### config.mk
export PLATFORM = sky130hd
export DESIGN_NAME = mmr_ctrl
export DESIGN_NICKNAME = d
export VERILOG_FILES = /design/src/mmr_pkg.sv /design/src/mmr_ctrl.sv
export SDC_FILE = /design/constraint.sdc
export NUM_CORES = 1
export LEC_CHECK = 0
export BUFFER_PORTS_ARGS = -buffer_cell sky130_fd_sc_hd__buf_2
export CORE_MARGIN = 10
export CORE_UTILIZATION = 45
export CTS_CLUSTER_DIAMETER = 80
export CTS_CLUSTER_SIZE = 30
export DETAILED_ROUTE_END_ITERATION = 12
export PLACE_DENSITY = 0.81
export SLEW_MARGIN = 20
export SYNTH_ARGS = -nofsm -noshare
export SYNTH_HDL_FRONTEND = slang
export SYNTH_SLANG_ARGS = --single-unit
### constraint.sdc
create_clock -name i_clk -period 3.1 [get_ports i_clk]
set_input_delay 0.31 -clock i_clk [delete_from_list [all_inputs] [get_ports i_clk]]
set_output_delay 0.31 -clock i_clk [all_outputs]
set_load 0.01 [all_outputs]
### src/mmr_pkg.sv
// ============================================================================
// mmr_pkg - shared types and constants for the row matrix multiplier
// Request and result payloads, opcodes, and the command/status structs
// that join the controller and the datapath.
// ============================================================================
`default_nettype none

package mmr_pkg;

    localparam int MAX_DIM_DEF = 16;   // default store size (rows and columns)
    localparam int FIELD_DIM   = 16;   // reach of the 4-bit row/col fields
    localparam int IDX_W       = 4;    // width of row and column fields
    localparam int DIM_W       = 5;    // width of the dim register
    localparam int VAL_W       = 16;   // Q8.8 element
    localparam int PROD_W      = 32;   // Q16.16 product
    localparam int ACC_W       = 40;   // Q24.16 sum

    localparam logic [DIM_W-1:0] DIM_RESET = DIM_W'(16);

    localparam logic [1:0] OP_WR_A    = 2'd0;
    localparam logic [1:0] OP_WR_B    = 2'd1;
    localparam logic [1:0] OP_COMPUTE = 2'd2;

    typedef struct packed {
        logic [1:0]              op;
        logic [IDX_W-1:0]        row;
        logic [IDX_W-1:0]        col;
        logic signed [VAL_W-1:0] value;
    } t_req;

    typedef struct packed {
        logic [IDX_W-1:0]        out_row;
        logic [IDX_W-1:0]        out_col;
        logic signed [ACC_W-1:0] product_sum;
        logic                    last;
    } t_rsp;

    // controller -> datapath
    typedef struct packed {
        logic                    wr_a;
        logic                    wr_b;
        logic [IDX_W-1:0]        wr_row;
        logic [IDX_W-1:0]        wr_col;
        logic signed [VAL_W-1:0] wr_value;
        logic                    mac_issue;
        logic                    mac_first;
        logic                    mac_last;
        logic [IDX_W-1:0]        mac_row;
        logic [IDX_W-1:0]        mac_k;
        logic [IDX_W-1:0]        mac_col;
        logic                    mac_end;    // final column of the row
    } t_cmd;

    // datapath -> controller
    typedef struct packed {
        logic out_taken;
    } t_sts;

endpackage

`default_nettype wire

### src/mmr_ctrl.sv
// ============================================================================
// mmr_ctrl - request decode and MAC sequencer
// Holds the dim register, decodes requests and steps column and k counters
// for a compute request, throttled by the free slots of the result buffer.
// ============================================================================
`default_nettype none

module mmr_ctrl
    import mmr_pkg::*;
#(
    parameter int MAX_DIM = MAX_DIM_DEF
) (
    input  wire logic             i_clk,
    input  wire logic             i_rst_n,
    input  wire logic             i_in_valid,
    output logic                  o_in_stall,
    input  wire t_req             i_req,
    input  wire logic             i_cfg_valid,
    output logic                  o_cfg_ready,
    input  wire logic [DIM_W-1:0] i_cfg_dim,
    input  wire t_sts             i_sts,
    output t_cmd                  o_cmd
);

    localparam int MAXN = (MAX_DIM < FIELD_DIM) ? MAX_DIM : FIELD_DIM;
    localparam logic [DIM_W-1:0] MAXN_V    = DIM_W'(MAXN);
    localparam logic [6:0]       MAX_DIM_V = 7'(MAX_DIM);

    localparam logic ST_IDLE = 1'b0;
    localparam logic ST_RUN  = 1'b1;

    logic             r_state, n_state;
    logic [DIM_W-1:0] r_dim;
    logic [IDX_W-1:0] r_nlast, n_nlast;     // effective dim minus one
    logic [IDX_W-1:0] r_row, n_row;
    logic [IDX_W-1:0] r_col, n_col;
    logic [IDX_W-1:0] r_k, n_k;
    logic [1:0]       r_pend, n_pend;       // columns started, result not taken
    logic [IDX_W-1:0] eff_last;
    logic             accept, in_store, issue, first, klast;

    always_comb begin
        priority if (r_dim == '0) begin
            eff_last = '0;
        end else if (r_dim > MAXN_V) begin
            eff_last = IDX_W'(MAXN - 1);
        end else begin
            eff_last = IDX_W'(r_dim - 1'b1);
        end
    end

    assign accept   = i_in_valid & ~o_in_stall;
    assign in_store = ({3'b000, i_req.row} < MAX_DIM_V) & ({3'b000, i_req.col} < MAX_DIM_V);
    assign first    = (r_k == '0);
    assign klast    = (r_k == r_nlast);
    // start a column only when a buffer slot is sure to be free
    assign issue    = (r_state == ST_RUN) & (~first | (r_pend != 2'd2) | i_sts.out_taken);

    always_comb begin
        n_state = r_state;
        n_nlast = r_nlast;
        n_row   = r_row;
        n_col   = r_col;
        n_k     = r_k;
        unique case (r_state)
            ST_IDLE: begin
                if (accept && i_req.op == OP_COMPUTE && i_req.row <= eff_last) begin
                    n_state = ST_RUN;
                    n_nlast = eff_last;
                    n_row   = i_req.row;
                    n_col   = '0;
                    n_k     = '0;
                end
            end
            ST_RUN: begin
                if (issue) begin
                    if (klast) begin
                        n_k   = '0;
                        n_col = r_col + 1'b1;
                        if (r_col == r_nlast) begin
                            n_state = ST_IDLE;
                        end
                    end else begin
                        n_k = r_k + 1'b1;
                    end
                end
            end
            default: n_state = ST_IDLE;
        endcase
        n_pend = r_pend + {1'b0, issue & first} - {1'b0, i_sts.out_taken};
    end

    always_ff @(posedge i_clk) begin
        if (!i_rst_n) begin
            r_state <= ST_IDLE;
            r_pend  <= '0;
            r_dim   <= DIM_RESET;
        end else begin
            r_state <= n_state;
            r_pend  <= n_pend;
            if (i_cfg_valid) begin
                r_dim <= i_cfg_dim;
            end
        end
    end

    always_ff @(posedge i_clk) begin
        r_nlast <= n_nlast;
        r_row   <= n_row;
        r_col   <= n_col;
        r_k     <= n_k;
    end

    assign o_in_stall  = (r_state != ST_IDLE);
    assign o_cfg_ready = 1'b1;

    always_comb begin
        o_cmd.wr_a      = accept & in_store & (i_req.op == OP_WR_A);
        o_cmd.wr_b      = accept & in_store & (i_req.op == OP_WR_B);
        o_cmd.wr_row    = i_req.row;
        o_cmd.wr_col    = i_req.col;
        o_cmd.wr_value  = i_req.value;
        o_cmd.mac_issue = issue;
        o_cmd.mac_first = first;
        o_cmd.mac_last  = klast;
        o_cmd.mac_row   = r_row;
        o_cmd.mac_k     = r_k;
        o_cmd.mac_col   = r_col;
        o_cmd.mac_end   = (r_col == r_nlast);
    end

endmodule

`default_nettype wire

# After elaboration in Yosys (flattened, before gate mapping)
# Index checks and enable logic that the tools add are counted.
# totals
out_inout_bits,44
elab_cells,53
reg_bits,24
in_bits,36
# classes
n_addsub,5
n_eq_ne,8
bitwise_logic,9
n_reduce_logical,8
mux,14
magnitude_cmp,2
# op_table
cell,count
$mux 4,7
$pmux 4 s2,2
$add 4x1->4 const B,2
$eq 4x4->1,2
$ne 2x1->1 const B,3
$and 1x1->1,5
$gt 5x5->1 const B,1
$logic_not 5->1,1
$le 4x4->1,1
$logic_not 4->1,1
$mux 1,4
$reduce_and 2->1,2
$sub 4x1->4 const B,1
$reduce_and 3->1,1
$add 2x1->2,1
$eq 2x1->1 const B,1
$eq 2x2->1 const B,1
$logic_and 1x1->1,2
$logic_not 2->1,1
$ne 2x2->1 const B,1
$not 1->1,2
$or 1x1->1,2
$pmux 1 s2,1
$sub 2x1->2,1

# Longest topological paths before layout
# depth
depth_word,8
depth_mapped,11
mapped_depth_nobuf,11

# Worst setup path after synthesis
# OpenSTA, ideal clock, no wires.
# synth_path
path_type,register to register
startpoint,reg r_dim[0]
endpoint,reg r_col[0] (enable)
slack_ns,0.514
stages_incl_launch_ff,11
n_path_buf,0
arrival_ns,2.239
period_less_slack_ns,2.586
setup_time_ns,0.347
t_required_ns,2.753
cell_sequence,dfxtp_1 > inv_1 > ha_1 > nor3b_1 > o21ai_0 > o21ai_0 > ha_1 > a21oi_1 > and3_2 > o21ai_0 > a22oi_1
# synth_between
elab_chain_cells,7
word_cells_on_any_way,9
classes_between,add/sub (1); order compare (2); eq/ne (1); mux (2); reduce/logical (3)
# synth_lines
element,line,rtl
from (decl),mmr_ctrl.sv:33,logic [DIM_W-1:0] r_dim;
from (signal assigned),mmr_ctrl.sv:102,r_dim <= i_cfg_dim;
$sub 4x1->4 / $gt 5x5->1 (equally long branches),"mmr_ctrl.sv:48, mmr_ctrl.sv:45",
$mux 4,mmr_ctrl.sv:45,end else if (r_dim > MAXN_V) begin
$mux 4 *,mmr_ctrl.sv:43,priority if (r_dim == '0) begin
$le 4x4->1 *,mmr_ctrl.sv:67,if (accept && i_req.op == OP_COMPUTE && i_req.row <= eff_last) begin
$logic_and 1x1->1 *,mmr_ctrl.sv:67,
$ne 2x1->1 (no line) *,-,
$reduce_and 3->1 (no line) *,-,
to (signal assigned),mmr_ctrl.sv:110,r_col <= n_col;
to (decl),mmr_ctrl.sv:36,"logic [IDX_W-1:0] r_col, n_col;"
# Every way passes the cells marked *; elsewhere a longest branch is shown, timed or not.
# A chain may end at the register's enable or synchronous reset.

# Worst setup path after layout
# Same ends and word-level chain as after synthesis.

==> flow_metrics.tcl <==
set metrics [dict create \
    crit_path_cell_trace "inv_1 > ha_1 > nor3b_2 > o21ai_0 > o21ai_0 > ha_1 > a21oi_1 > and3_2 > o21ai_1 > a22oi_1" \
    layout-area-overhead-vs-synth_pct 5.57 \
    finish.cell_count_without_fillers 209 \
    final_net_count 210 \
    drive_above_1_share_pct 30.7 \
    grt_use_total_pct 8.98 \
    xor_xnor_share_of_the_synthesized_area_pct 7.91 \
    synth_seq_area_share_pct 41.3 \
    clock_tree.buffer_depth 2 \
    grt_first_pass_wirelength_um 4580 \
    n_antenna_cell 0 \
    startpoint "r_dim[0]" \
    die_height_um 78.7 \
    reg2reg_setup_slack_ps 330 \
    holdCritPathClass "input pin to register" \
    synthCells 150 \
    synthTopCellsByArea "sky130_fd_sc_hd__edfxtp_1, sky130_fd_sc_hd__buf_4, sky130_fd_sc_hd__dfxtp_1" \
    grt_setup_unrepaired "no" \
    cp_slowest_cell "sky130_fd_sc_hd__a22oi_1" \
    maxSlewViolCount 0 \
    start_util_pct 46.5 \
    clock_skew_ps 21.8 \
    synth.area.mux_share_pct 3.23 \
    clock_latency_ps 320 \
    detailed_route_drc_error_count 0 \
    arrival_ps 2740 \
    max-cap-violations 0 \
    finalWeightedCongestion 0.746 \
    synthesis.nets 196 \
    outcome "finished clean" \
    core-area_um2 3340 \
    routed_wire_length_per_instance_um 13.8 \
    cts_max_level 1 \
    synthesis.area_per_instance_um2 10.3 \
    syn-cell-area_um2 1550 \
    die_area_um2 6190 \
    critPathBufInv 1 \
    power_per_cell_area_nw_per_um2 429 \
    hold-path-cell-count 2 \
    vias_in_the_first_global_route 1011 \
    maxClockFrequency_ghz 0.360 \
    worst_r2r_endpoint "r_col[0]" \
    worstMarginPinSlew_ps 546 \
    cpLargestDelayFamily "compound AO/OA/AOI/OAI gates" \
    hpwl_um 2450 \
    crit_path_max_fanout 6 \
    worstReg2RegStart "r_dim[0]" \
    synth_top_family_by_area "buffers and inverters" \
    cts_tree "built" \
    area_fraction_in_and_or_nand_and_nor_cells_after_synthesis_pct 16.5 \
    ff2ff_path_depth 10 \
    firstDrtPassIters 2 \
    synth_warnings 0 \
    hold_viol 0 \
    worst_ir_drop_vdd_mv 0.157 \
    end_kind "register" \
    ioPinCount 80 \
    synth_top_area_cell "sky130_fd_sc_hd__edfxtp_1" \
    cp_data_required_time_ps 3060 \
    synth-edff-count 16 \
    avgViaCountPerCell 4.84 \
    leakage_nw 0.733 \
    layout.cell_area.non_filler_um2 1640 \
    finalPower_mw 0.703 \
    clock_sinks 24 \
    drt_iter0_markers 30 \
    post-route-min-period_ps 2770 \
    ant_nets 0 \
    setup_viol 0 \
    most_numerous_cell_in_the_yosys_netlist "sky130_fd_sc_hd__buf_4" \
    yosysUniqueCellTypes 35 \
    tns_ps 0 \
    yosys.area.top_type_share_pct 31.0 \
    grt_overflow_total 0 \
    crit_path_start_kind "register" \
    clock_pin_slew_on_the_worst_setup_and_hold_paths_ps 140 \
    ys_ff_latch 24 \
    place_inst 205 \
    ys_async_sr_fraction_pct 0 \
    cts-buffers-inserted 3 \
    setup.worst_path.end "r_col[0]" \
    critPathMaxStageDelay_ps 420 \
    clock-root-buffer "sky130_fd_sc_hd__clkbuf_4" \
    path_depth 10 \
    synth-compound-area-share_pct 5.97 \
    ys.flop_type "sky130_fd_sc_hd__edfxtp_1" \
    routed_wirelength_um 2890 \
    slew_headroom_pct 63.2 \
    grt_start_max_net_pins 15 \
    detailroute.via_count 1012 \
    initial_antenna_violation_count 0 \
    ys_top_cells_by_count "sky130_fd_sc_hd__buf_4, sky130_fd_sc_hd__edfxtp_1, sky130_fd_sc_hd__nor2_1" \
    timing.final.crit_share_pct 89.5 \
    dieWidth_um 78.7 \
    place_area_um2 1580 \
    io_buffers 38 \
    synth-adder-area-share_pct 8.07 \
    crit_type "register to register" \
    row_cnt 21 \
]
## per-stage QoR
| stage | setup slack (ps) | hold WS [ps] | utilization (%) |
|---|---|---|---|
| 3_3_place_gp | 225 | 499 | 47.5 |
| 4_1_cts | 88.3 | 159 | 48.9 |
| 5_1_grt | 4.29 | 153 | 49.0 |
| 6_report | 325 | 153 | 49.0 |
| 3_5_place_dp | 123 | 504 | 47.5 |
| 2_1_floorplan | 514 | 372 | - |
## where the power goes
part	switching (mW)	total, mW	internal [mW]
clock	0.0930	0.192	0.0985
sequential	0.0206	0.383	0.363
combinational	0.0682	0.128	0.0597
## routing by layer
layer,vias up,part of all wire [%],global-route usage (%)
met2,39,49,15.4
met1,447,38,9.17
li1,508,-,-
met3,18,9.0,2.82
met4,0,4.5,6.27
met5,-,0,0
## flip-flops by register name, summed over array words and instances, names as in the netlist
| register | flops |
|---|---|
| r_k | 4 |
| r_row | 4 |
| o_in_stall | 1 |
| r_col | 4 |
| r_nlast | 4 |
| r_dim | 5 |
| r_pend | 2 |
## cell families after synthesis
family | Yosys count
compound gates | 14
xor+xnor | 14
fa+ha+maj | 10
buf+inv | 41
flops | 24
mux | 5
other cells | 1
simple gates | 41
## how the worst min path moves through the flow
stage | end | from | slack (ps)
floorplan | r_dim[4] | i_rst_n | 370
global placement | r_dim[4] | i_rst_n | 500
detailed placement | r_dim[4] | i_rst_n | 500
CTS | r_dim[4] | i_rst_n | 160
global route | r_dim[4] | i_rst_n | 150
finish | r_dim[4] | i_rst_n | 150
## cells in the final DEF (no fill, tap or decap), types with 2 or more instances in the layout
cell                       count
sky130_fd_sc_hd__nor3_1        2
sky130_fd_sc_hd__xnor2_1       3
sky130_fd_sc_hd__and2_1        2
sky130_fd_sc_hd__xor2_1       11
sky130_fd_sc_hd__nand2_1       7
sky130_fd_sc_hd__mux2i_1       5
sky130_fd_sc_hd__ha_1         10
sky130_fd_sc_hd__o21ai_0       6
sky130_fd_sc_hd__edfxtp_1     16
sky130_fd_sc_hd__inv_1        12
sky130_fd_sc_hd__nand3_1       3
sky130_fd_sc_hd__nor4bb_1      2
sky130_fd_sc_hd__nor2_1       13
sky130_fd_sc_hd__dfxtp_1       8
sky130_fd_sc_hd__clkbuf_4      3
sky130_fd_sc_hd__o21a_1        2
sky130_fd_sc_hd__buf_2        38
## cell type report
cell class / instances / area [µm²]
Inverter: 12 / 45.0
Tap cell: 46 / 57.6
Sequential cell: 24 / 641
Fill cell: 334 / 1700
Timing Repair Buffer: 38 / 190
Clock buffer: 4 / 47.5
Multi-Input combinational cell: 85 / 656
## timing repair
action,CTS,global route
gates resized for setup,0,2
hold buffers,0,0
setup buffers,0,0
setup endpoints to repair,0,16
Note: power is estimated with default switching activity, not from simulation.
